## src/rtl/ppts_pkg.sv

```systemverilog
// Package with the request, result and task table types of the tick scheduler.
package ppts_pkg;

  typedef enum logic {
    CMD_LOAD = 1'b0,
    CMD_TICK = 1'b1
  } ppts_cmd_e;

  typedef struct packed {
    ppts_cmd_e   cmd;
    logic [3:0]  slot;
    logic [15:0] arrival_time;
    logic [15:0] burst_time;
    logic [7:0]  priority_level;
  } ppts_req_t;

  typedef struct packed {
    logic        busy_res;
    logic [3:0]  run_slot;
    logic        finished;
    logic [15:0] completion_time;
    logic [15:0] turnaround_time;
    logic [15:0] waiting_time;
    logic        all_done;
  } ppts_res_t;

  // Field order sets the selection key: priority, then remaining, then arrival.
  typedef struct packed {
    logic [7:0]  prio;
    logic [15:0] remaining;
    logic [15:0] arrival;
    logic [15:0] burst;
  } ppts_task_t;

  typedef enum logic [2:0] {
    ST_IDLE,
    ST_SCAN,
    ST_LAST,
    ST_UPD,
    ST_RES
  } ppts_state_e;

  localparam logic [15:0] TimeMax = 16'hFFFF;

endpackage

```

## src/rtl/preemptive_priority_tick_scheduler.sv

```systemverilog
// Preemptive priority tick scheduler: task table in memory, one slot scanned per cycle.
//
// Requests arrive on in_valid_i/in_stall_o with an in_req_i payload. A load request
// writes one slot of the task table and gives no result; loads to a slot index at or
// beyond SLOTS are dropped. A tick request scans the table one slot per cycle through
// a memory with a registered read port, keeping the best slot so far, then writes back
// the chosen slot's remaining time and forms the result. A tick passes through the
// scan, last, update and result states before its result is registered on
// out_valid_o/out_res_o, and no new request is taken until it is back in idle. Loads
// are accepted back to back.
// The result register is separate from the request side, so a waiting result does not
// block loads; a tick whose result finds the register still full and stalled waits
// until the receiver takes the earlier result.
// Reset clears the loaded and finished flags, the pending count and the time counter;
// the task memory is not cleared, as only loaded slots are ever eligible.
module preemptive_priority_tick_scheduler
  import ppts_pkg::*;
#(
  parameter int SLOTS = 16
) (
  input  logic      clk_i,
  input  logic      rst_ni,
  input  logic      in_valid_i,
  output logic      in_stall_o,
  input  ppts_req_t in_req_i,
  output logic      out_valid_o,
  input  logic      out_stall_i,
  output ppts_res_t out_res_o
);

  localparam int SlotW = $clog2(SLOTS);
  localparam int CntW  = $clog2(SLOTS + 1);
  localparam logic [SlotW-1:0] LastIdx = SlotW'(SLOTS - 1);

  ppts_state_e state_q, state_d;

  ppts_task_t mem_q [SLOTS];
  ppts_task_t rd_data_q;
  logic             mem_we;
  logic [SlotW-1:0] mem_waddr;
  ppts_task_t       mem_wdata;
  logic             rd_en;

  logic [SLOTS-1:0] loaded_q, done_q;
  logic [CntW-1:0]  cnt_q;
  logic [15:0]      time_q;
  logic [SlotW-1:0] scan_idx_q, rd_idx_q, best_idx_q;
  logic             rd_vld_q, found_q, fin_q;
  ppts_task_t       best_q;
  logic [15:0]      turn_q;
  logic             out_valid_q;
  ppts_res_t        out_res_q;

  logic             accept, load_en, tick_en, out_free, out_load;
  logic [SlotW-1:0] load_idx;
  logic             elig, better;
  logic [15:0]      rem_dec, time_next;
  logic             upd_fin;

  assign in_stall_o  = (state_q != ST_IDLE);
  assign accept      = in_valid_i && !in_stall_o;
  assign load_idx    = SlotW'(in_req_i.slot);
  assign out_free    = !out_valid_q || !out_stall_i;
  assign out_valid_o = out_valid_q;
  assign out_res_o   = out_res_q;

  assign elig = rd_vld_q && loaded_q[rd_idx_q] && !done_q[rd_idx_q]
                && (rd_data_q.arrival <= time_q);
  assign better = !found_q
                  || ({rd_data_q.prio, rd_data_q.remaining, rd_data_q.arrival}
                      < {best_q.prio, best_q.remaining, best_q.arrival});
  assign rem_dec   = best_q.remaining - 16'd1;
  assign upd_fin   = found_q && (rem_dec == 16'd0);
  assign time_next = (time_q == TimeMax) ? time_q : time_q + 16'd1;

  always_comb begin
    state_d   = state_q;
    load_en   = 1'b0;
    tick_en   = 1'b0;
    rd_en     = 1'b0;
    out_load  = 1'b0;
    mem_we    = 1'b0;
    mem_waddr = load_idx;
    mem_wdata = '{prio: in_req_i.priority_level, remaining: in_req_i.burst_time,
                  arrival: in_req_i.arrival_time, burst: in_req_i.burst_time};
    unique case (state_q)
      ST_IDLE: begin
        if (accept) begin
          if (in_req_i.cmd == CMD_LOAD) begin
            if (int'(in_req_i.slot) < SLOTS) begin
              load_en = 1'b1;
              mem_we  = 1'b1;
            end
          end else begin
            tick_en = 1'b1;
            state_d = ST_SCAN;
          end
        end
      end
      ST_SCAN: begin
        rd_en = 1'b1;
        if (scan_idx_q == LastIdx) begin
          state_d = ST_LAST;
        end
      end
      ST_LAST: begin
        state_d = ST_UPD;
      end
      ST_UPD: begin
        if (found_q) begin
          mem_we    = 1'b1;
          mem_waddr = best_idx_q;
          mem_wdata = best_q;
          mem_wdata.remaining = rem_dec;
        end
        state_d = ST_RES;
      end
      ST_RES: begin
        if (out_free) begin
          out_load = 1'b1;
          state_d  = ST_IDLE;
        end
      end
      default: state_d = ST_IDLE;
    endcase
  end

  always_ff @(posedge clk_i or negedge rst_ni) begin
    if (!rst_ni) begin
      state_q <= ST_IDLE;
    end else begin
      state_q <= state_d;
    end
  end

  always_ff @(posedge clk_i) begin
    if (mem_we) begin
      mem_q[mem_waddr] <= mem_wdata;
    end
    if (rd_en) begin
      rd_data_q <= mem_q[scan_idx_q];
    end
  end

  always_ff @(posedge clk_i or negedge rst_ni) begin
    if (!rst_ni) begin
      loaded_q    <= '0;
      done_q      <= '0;
      cnt_q       <= '0;
      time_q      <= '0;
      scan_idx_q  <= '0;
      rd_vld_q    <= 1'b0;
      found_q     <= 1'b0;
      fin_q       <= 1'b0;
      out_valid_q <= 1'b0;
    end else begin
      rd_vld_q <= rd_en;
      if (load_en) begin
        loaded_q[load_idx] <= 1'b1;
        done_q[load_idx]   <= (in_req_i.burst_time == 16'd0);
        cnt_q <= cnt_q + CntW'(in_req_i.burst_time != 16'd0)
                 - CntW'(loaded_q[load_idx] && !done_q[load_idx]);
      end
      if (tick_en) begin
        scan_idx_q <= '0;
        found_q    <= 1'b0;
      end else if (rd_en) begin
        scan_idx_q <= scan_idx_q + SlotW'(1);
      end
      if (elig && better) begin
        found_q <= 1'b1;
      end
      if (state_q == ST_UPD) begin
        time_q <= time_next;
        fin_q  <= upd_fin;
        if (upd_fin) begin
          done_q[best_idx_q] <= 1'b1;
          cnt_q <= cnt_q - CntW'(1);
        end
      end
      if (out_load) begin
        out_valid_q <= 1'b1;
      end else if (out_valid_q && !out_stall_i) begin
        out_valid_q <= 1'b0;
      end
    end
  end

  always_ff @(posedge clk_i) begin
    rd_idx_q <= scan_idx_q;
    if (elig && better) begin
      best_q     <= rd_data_q;
      best_idx_q <= rd_idx_q;
    end
    if (state_q == ST_UPD) begin
      turn_q <= time_next - best_q.arrival;
    end
    if (out_load) begin
      out_res_q.busy_res        <= found_q;
      out_res_q.run_slot        <= found_q ? 4'(best_idx_q) : 4'd0;
      out_res_q.finished        <= fin_q;
      out_res_q.completion_time <= fin_q ? time_q : 16'd0;
      out_res_q.turnaround_time <= fin_q ? turn_q : 16'd0;
      out_res_q.waiting_time    <= (fin_q && (turn_q >= best_q.burst))
                                   ? turn_q - best_q.burst : 16'd0;
      out_res_q.all_done        <= (cnt_q == '0);
    end
  end

`ifndef NO_ASSERTIONS
  a_tick_starts_scan: assert property (@(posedge clk_i) disable iff (!rst_ni)
    (accept && in_req_i.cmd == CMD_TICK) |=> (state_q == ST_SCAN))
    else $error("accepted tick did not start a scan");

  a_cnt_bound: assert property (@(posedge clk_i) disable iff (!rst_ni)
    (int'(cnt_q) <= SLOTS))
    else $error("pending count exceeds the table size");

  a_pick_pending: assert property (@(posedge clk_i) disable iff (!rst_ni)
    (state_q == ST_UPD && found_q) |-> (loaded_q[best_idx_q] && !done_q[best_idx_q]))
    else $error("chosen slot is not pending");

  a_fin_busy: assert property (@(posedge clk_i) disable iff (!rst_ni)
    out_valid_o |-> (!out_res_o.finished || out_res_o.busy_res))
    else $error("completion reported on an idle tick");
`endif

endmodule

```

## config.mk

```make
export PLATFORM = sky130hd
export DESIGN_NAME = preemptive_priority_tick_scheduler
export DESIGN_NICKNAME = d
export VERILOG_FILES = /design/src/rtl/ppts_pkg.sv /design/src/rtl/preemptive_priority_tick_scheduler.sv
export SDC_FILE = /design/constraint.sdc
export NUM_CORES = 1
export LEC_CHECK = 0
export BUFFER_PORTS_ARGS = -buffer_cell sky130_fd_sc_hd__buf_4
export CELL_PAD_IN_SITES_DETAIL_PLACEMENT = 1
export CELL_PAD_IN_SITES_GLOBAL_PLACEMENT = 2
export CORE_ASPECT_RATIO = 1.1
export CORE_MARGIN = 2
export CORE_UTILIZATION = 49
export CTS_CLUSTER_DIAMETER = 30
export CTS_CLUSTER_SIZE = 14
export DETAILED_ROUTE_END_ITERATION = 10
export HOLD_SLACK_MARGIN = 0.1
export PLACE_DENSITY_LB_ADDON = 0.1
export SLEW_MARGIN = 40
export SYNTH_ARGS = -nofsm -noshare
export SYNTH_HDL_FRONTEND = slang
export SYNTH_SLANG_ARGS = --single-unit
```

## constraint.sdc

```tcl
create_clock -name clk_i -period 8.73 [get_ports clk_i]
set_clock_uncertainty 0.2 [all_clocks]
set_input_delay 0 -clock clk_i [delete_from_list [all_inputs] [get_ports clk_i]]
set_output_delay 0 -clock clk_i [all_outputs]
set_load 0.02 [all_outputs]
```

==> summary.md, run 1 <==
| Metric | Value |
|---|---|
| Least-Margin Pin Slew | `883 ps` |
| Fill count | `8,177` |
| NumNets Final | `3,025` |
| Clk slew on worst S/H paths | `50 ps` |
| Routed Antenna Nets | `0` |
| Routed WL per cell | `28.9 um` |
| Power Dens Cells | `326 nW/um^2` |
| Post-CTS sizing | `0` |
| DR pass1 iterations | `5` |
| Overflow after GRT | `0` |
| Synthesized area per cell | `18.9 um^2` |
| Leak | `20.0 nW` |
| Core area | `95,600 um^2` |
| RSZ-0062 raised after global routing | `false` |
| Initial Util | `49.4%` |
| Final hold violations | `0` |
| Htree depth | `4` |
| Netlist cell types | `72` |
| Tot Pwr | `19.0 mW` |
| Slew Limit Fails | `0` |
| Area occupied by registers | `34,200 um^2` |
| Crit-path max cell delay | `530 ps` |
| Outcome | `complete, no violations` |
| CP max FO | `7` |
| Combinational share of power | `20.2%` |
| Net Switching | `5.32 mW` |
| All-Layer GR Usage | `26.0%` |
| Required time of the worst setup path | `9070 ps` |
| Internal power | `13.7 mW` |
| Die H | `330 um` |
| Post-route setup TNS | `0 ps` |
| VDD IR max | `0.000258 V` |
| Placed Cells | `3,854` |
| Row count | `119` |
| Critical path, cell by cell | `ha_1 > nand3_1 > nor4_4 > nand3_1 > xnor2_1 > ha_1 > fa_1 > nor2b_1 > o31a_1 > or2_2 > nor3_2 > o31ai_1 > o41ai_1 > xnor2_1` |
| Ys async rst share | `5.56%` |
| Drt initial violations | `2,242` |
| First-pass GRT wire length | `186,000 um` |
| Startpoint type of the worst setup path | `flop` |
| Clk network pwr share | `42.7%` |
| Worst path slowest cell | `nor4_4` |
| Hold Path Class | `input pin to flop` |
| Post-synthesis cell count | `2,498` |
| Pin count of the biggest net entering global routing | `65` |
| Die Wd | `300 um` |
| Number of max-cap violations | `0` |
| RePlAce Congestion | `0.811` |
| Number of synthesized flops with an enable pin | `1,083` |
| Via count | `25.5k` |
| Area grow syn2layout | `23.4%` |
| Synth Register Bits | `1,151` |
| Layout cells sized above 1 | `29.4%` |
| Placed cell area | `50,100 um^2` |
| Sequential Power Share | `37.2%` |
| YS warnings | `0` |
| Vias in the first global route | `27.7k` |
| Syn Nets | `2,649` |
| Final worst slack | `4320 ps` |
| Worst hold slack | `129 ps` |
| Mapped Area | `47,200 um^2` |
| Most common cell after layout, fill and taps aside | `edfxtp_1` |
| # DRC | `0` |
| # hold bufs at CTS | `78` |
| Post-Route WL | `125,000 um` |
| Multi-input gate area | `12,500 um^2` |
| Die Area | `98,900 um^2` |
| I/O pin cnt | `106` |
| CTS root buf | `clkbuf_16` |
| Layout Cells excl Fill | `4,327` |
| Total CTS buffers | `207` |
| Final setup violation count | `0` |
| Most frequent cells in the layout | `edfxtp_1, mux4_2, clkbuf_16` |
| Final HPWL DP | `72,700 um` |
| Port Buf Inserts | `105` |
| CTS max path bufs | `3` |
| CTS tree | `built` |
| Switching part of the total | `28.0%` |
| Post-CTS Setup Bufs | `0` |
| Worst-Skew Late Latency | `810 ps` |
| Initial antenna violation count | `1` |
| Relative slew slack | `41.2%` |
| Vias per cell | `5.90` |
| Max Fclk | `227 MHz` |
| Synth Flop Type | `edfxtp_1` |
| Crit end category | `flop` |
| WP data arrival | `4750 ps` |
| Crit Path Category | `flop to flop` |
| Post-route cell area | `58,300 um^2` |
| Post-layout util | `61.0%` |
| Num Clock Sinks | `1,151` |
| Final period utilization | `50.5%` |
| Register area share after synthesis | `72.4%` |
| Crit path time final | `4410 ps` |
| Post-Place Setup Slack | `4360 ps` |
## power groups by stage
stage / clock network [mW] / logic [mW] / registers [mW]
after detailed placement: 0 / 3.74 / 7.22
after CTS: 8.22 / 3.81 / 7.12
final: 8.11 / 3.83 / 7.06
after global placement: 0 / 3.63 / 7.20
after global routing: 8.46 / 4.14 / 7.10
after floorplan: 0 / 2.80 / 6.91
## cells in the mapped netlist (all sizes together), types with 11 or more instances
cell    count  area, um^2
edfxtp   1083       32500
mux4      281        6330
nand2     113         424
ha         99        1240
inv        96         360
nor2       91         344
o21ai      86         430
a21oi      64         328
dfrtp      64        1600
clkbuf     57         214
xnor2      51         447
buf        43         215
and2       37         231
nand3      36         190
nand2b     22         138
mux2i      21         210
nand4      18         113
nor3       18         118
nor2b      17         106
o31ai      17         175
a31oi      15        93.8
nor4       14         109
a21o       12        90.1
nor3b      12        90.1
or2        12        75.1
o21a       11        82.6
## worst max-delay path: cells and delay by family, from the launching register on
family	cells	cell delay [ps]
adder cells (fa/ha/maj)	3	710
flip-flops	1	480
AO/OA/AOI/OAI	3	780
XOR/XNOR	2	350
AND/OR/NAND/NOR	6	1630
## area by class of cell
cell class / instances / area share [%]
antenna: 2 / 0.00859
clock buffer: 236 / 9.14
clock inverter: 154 / 3.23
inverter: 96 / 0.618
multi-input combinational: 1151 / 21.4
sequential: 1151 / 58.7
tap: 1270 / 2.73
timing repair buffer: 267 / 4.12
## kinds of logic (layout without fill, tap and decap cells)
family | after synthesis | count (layout) | synth area share [%]
flip-flops | 1151 | 1151 | 72.4
AND/OR/NAND/NOR | 424 | 424 | 4.65
multiplexers | 307 | 307 | 14.0
AO/OA/AOI/OAI | 257 | 257 | 3.43
buffers and inverters | 196 | 753 | 1.67
adder cells (fa/ha/maj) | 102 | 102 | 2.75
XOR/XNOR | 61 | 61 | 1.13
other | 0 | 2 | 0
## worst paths after layout
check | slack, ps | from | end | cells past startpoint
worst max-delay path | 4320 | time_q[0]$_DFFE_PN0P_ | turn_q[14]$_DFFE_PP_ | 14
worst min-delay path | 130 | in_req_i[5] | mem_q[1][53]$_DFFE_PP_ | 4
worst max register to register | 4320 | time_q[0]$_DFFE_PN0P_ | turn_q[14]$_DFFE_PP_ | 14
worst min register to register | 220 | rd_data_q[8]$_DFFE_PP_ | best_q[8]$_DFFE_PP_ | 0
max in group asynchronous | 7340 | rst_ni | scan_idx_q[0]$_DFFE_PN0P_ | 5
min in group asynchronous | 630 | rst_ni | done_q[9]$_DFF_PN0_ | 5
## flip-flops by register name, indices dropped and copies added, names as in the netlist, 4 cells and up
name and flops:
best_idx_q 4, best_q 56, cnt_q 5, done_q 16, loaded_q 16, mem_q 896
out_res_o 55, rd_data_q 56, rd_idx_q 4, scan_idx_q 4, time_q 16, turn_q 16
## routing by layer
layer | global-route usage [%] | part of all wire (%)
met5 | 0 | 0
met4 | 8.42 | 2.5
met3 | 4.48 | 5.6
met2 | 43.5 | 51
met1 | 35.1 | 41
Note: power is estimated with default switching activity, not from simulation.
==> run 2: changes to the inputs <==
- clock period: 8.73 -> 4.4 ns (I/O delays scaled with it)
==> summary.md, run 2 (synthesized netlist as in run 1, its figures left out) <==
| Metric | Value |
|---|---|
| Initial antenna violation count | `3 (+2)` |
| Placed cell area | `50,600 um^2 (+1.0%)` |
| Placed Cells | `3,887 (+0.86%)` |
| Htree depth | `4 (unchanged)` |
| Outcome | `complete, no violations` |
| Clk slew on worst S/H paths | `50 ps (about the same)` |
| Pin count of the biggest net entering global routing | `120 (+85%)` |
| Crit end category | `flop` |
| Final HPWL DP | `70,000 um (-3.7%)` |
| Buf/Inv on CP | `0 (unchanged)` |
| Vias in the first global route | `27.8k (+0.31%)` |
| Area grow syn2layout | `24.9%` |
| Post-route cell area | `59,000 um^2 (+1.2%)` |
| Number of max-cap violations | `0 (unchanged)` |
| Most frequent cells in the layout | `edfxtp_1, mux4_2, clkbuf_16` |
| Antenna diode count | `0 (-2)` |
| Row count | `119 (unchanged)` |
| Critical path, cell by cell | `nand4_1 > nor4_4 > nand3_2 > nand3_1 > o21a_1 > ha_1 > nor2b_1 > o31a_1 > or2_2 > nor3_2 > o31ai_1 > o41ai_1 > xnor2_1` |
| Final period utilization | `90.7% (+40 points)` |
| Num Clock Sinks | `1,151 (unchanged)` |
| Largest regs | `mem_q x896, best_q x56, rd_data_q x56` |
| DR pass1 iterations | `5 (unchanged)` |
| Worst-Skew Late Latency | `810 ps (about the same)` |
| Final hold violations | `0 (unchanged)` |
| Hold Path Class | `input pin to flop` |
| Core area | `95,600 um^2 (unchanged)` |
| Via count | `25.6k (+0.30%)` |
| Routed WL per cell | `28.6 um (-1.1%)` |
| Slew Limit Fails | `0 (unchanged)` |
| RePlAce Congestion | `0.842 (+3.8%)` |
| Die H | `330 um (unchanged)` |
| Crit-path max cell delay | `490 ps (-40 ps)` |
| I/O pin cnt | `106 (unchanged)` |
| Max Fclk | `251 MHz (+10%)` |
| Die Wd | `300 um (unchanged)` |
| Reg-to-reg slack, setup | `410 ps (-3910 ps)` |
| Worst path slowest cell | `dfrtp_1` |
| WP data arrival | `4310 ps (-440 ps)` |
| Post-Route WL | `125,000 um (-0.19%)` |
| Crit path max-delay family | `simple AND/OR/NAND/NOR gates` |
| Startpoint type of the worst setup path | `flop` |
| Routed Antenna Nets | `0 (unchanged)` |
| Total CTS buffers | `213 (+2.9%)` |
| Leak | `20.4 nW (+1.9%)` |
| Drt initial violations | `2,250 (+0.36%)` |
| First-pass GRT wire length | `187,000 um (+0.38%)` |
| CTS root buf | `clkbuf_16` |
| Final setup violation count | `0 (unchanged)` |
| Power Dens Cells | `650 nW/um^2 (+99%)` |
| Number of flip-flops in the largest register | `896 (unchanged)` |
| Overflow after GRT | `0 (unchanged)` |
| CTS max path bufs | `3 (unchanged)` |
| Crit Path Category | `flop to flop` |
| # DRC | `0 (unchanged)` |
| All-Layer GR Usage | `26.1% (+0.066 points)` |
| VDD IR max | `0.000588 V (+130%)` |
| Vias per cell | `5.87 (-0.62%)` |
| Die Area | `98,900 um^2 (unchanged)` |
| Layout cells sized above 1 | `30.0% (+0.67 points)` |
| Required time of the worst setup path | `4720 ps (-4350 ps)` |
| Least-Margin Pin Slew | `880 ps (-2.55 ps)` |
| Relative slew slack | `41.3% (+0.17 points)` |
| Most common cell after layout, fill and taps aside | `edfxtp_1` |
| NumNets Final | `3,061 (+1.2%)` |
| Initial Util | `49.4% (unchanged)` |
| Post-layout util | `61.7% (+0.73 points)` |
| CP max FO | `9 (+2)` |
| Port Buf Inserts | `105 (unchanged)` |
| RSZ-0062 raised after global routing | `false` |
| CTS tree | `built` |
| Largest Register | `mem_q` |
| Layout Cells excl Fill | `4,367 (+0.92%)` |
| Crit path time final | `3990 ps (-417 ps)` |
run 2: cell types whose count changed in the layout (fill, tap and decap cells not counted), sizes merged, moves of 4 or more:
| cell | previous run | this run |
|---|---|---|
| buf | 190 | 222 |
| bufinv | 26 | 34 |
| clkinv | 85 | 95 |
| clkinvlp | 25 | 16 |
| inv | 114 | 118 |
run 2: area by class of cell:
type                    count  area [um^2]
fillers                  8162        36600
flip-flops and latches   1151        34200
multi-input cells        1151        12500
clock buffers             235         5480
repair buffers            297         2830
clock inverters           167         2050
well taps                1270         1590
inverters                  96          360
run 2: power by group:
part	switching (mW)	internal [mW]	leakage [nW]	total (mW)
Combinational	3.92	3.78	6.16	7.69
Clock	5.76	11.0	3.64	16.8
Sequential	0.701	13.2	10.6	13.9
Total	10.4	28.0	20.4	38.3
run 2: worst paths after layout:
check                                         from                   endpoint  depth (start not counted)
hold / removal                         in_req_i[0]    mem_q[13][48]$_DFFE_PP_                          4
min in group asynchronous                   rst_ni    loaded_q[9]$_DFFE_PN0P_                          5
setup / recovery             time_q[4]$_DFFE_PN0P_       turn_q[14]$_DFFE_PP_                         13
hold reg to reg            rd_data_q[10]$_DFFE_PP_       best_q[10]$_DFFE_PP_                          0
setup reg to reg             time_q[4]$_DFFE_PN0P_       turn_q[14]$_DFFE_PP_                         13
max in group asynchronous                   rst_ni  scan_idx_q[3]$_DFFE_PN0P_                          5
run 2: what timing repair did:
action | in CTS | in global routing
hold buffers | 76 | 0
buffers inserted | 0 | 2
gates resized for setup | 0 | 1
setup endpoints to repair | 0 | 4
endpoints found under the hold margin | 1060 | 0
run 2: worst reg2reg max path, stage by stage, from the launching register on:
cell	delay (ps)
dfrtp_1	490
nand4_1	290
nor4_4	410
nand3_2	240
nand3_1	150
o21a_1	160
ha_1	280
nor2b_1	160
o31a_1	250
or2_2	300
nor3_2	230
o31ai_1	150
o41ai_1	330
xnor2_1	110
run 2: routing by layer:
layer | track usage, % | wire, um
met3 | 4.99 | 7350
met4 | 7.60 | 2710
met5 | 0 | 0
met1 | 35.5 | 52200
met2 | 43.2 | 62700
run 2: stage by stage:
stage / TNS, ps / hold slack [ps] / total power, mW / setup WS (ps)
CTS: 0 / 103 / 38.7 / 113
global placement: 0 / -10.4 / 21.5 / 266
global route: 0 / 143 / 39.8 / 120
finish: 0 / 121 / 38.3 / 411
floorplan: -350310 / -496 / 19.2 / -429
detailed placement: 0 / -137 / 21.7 / 126
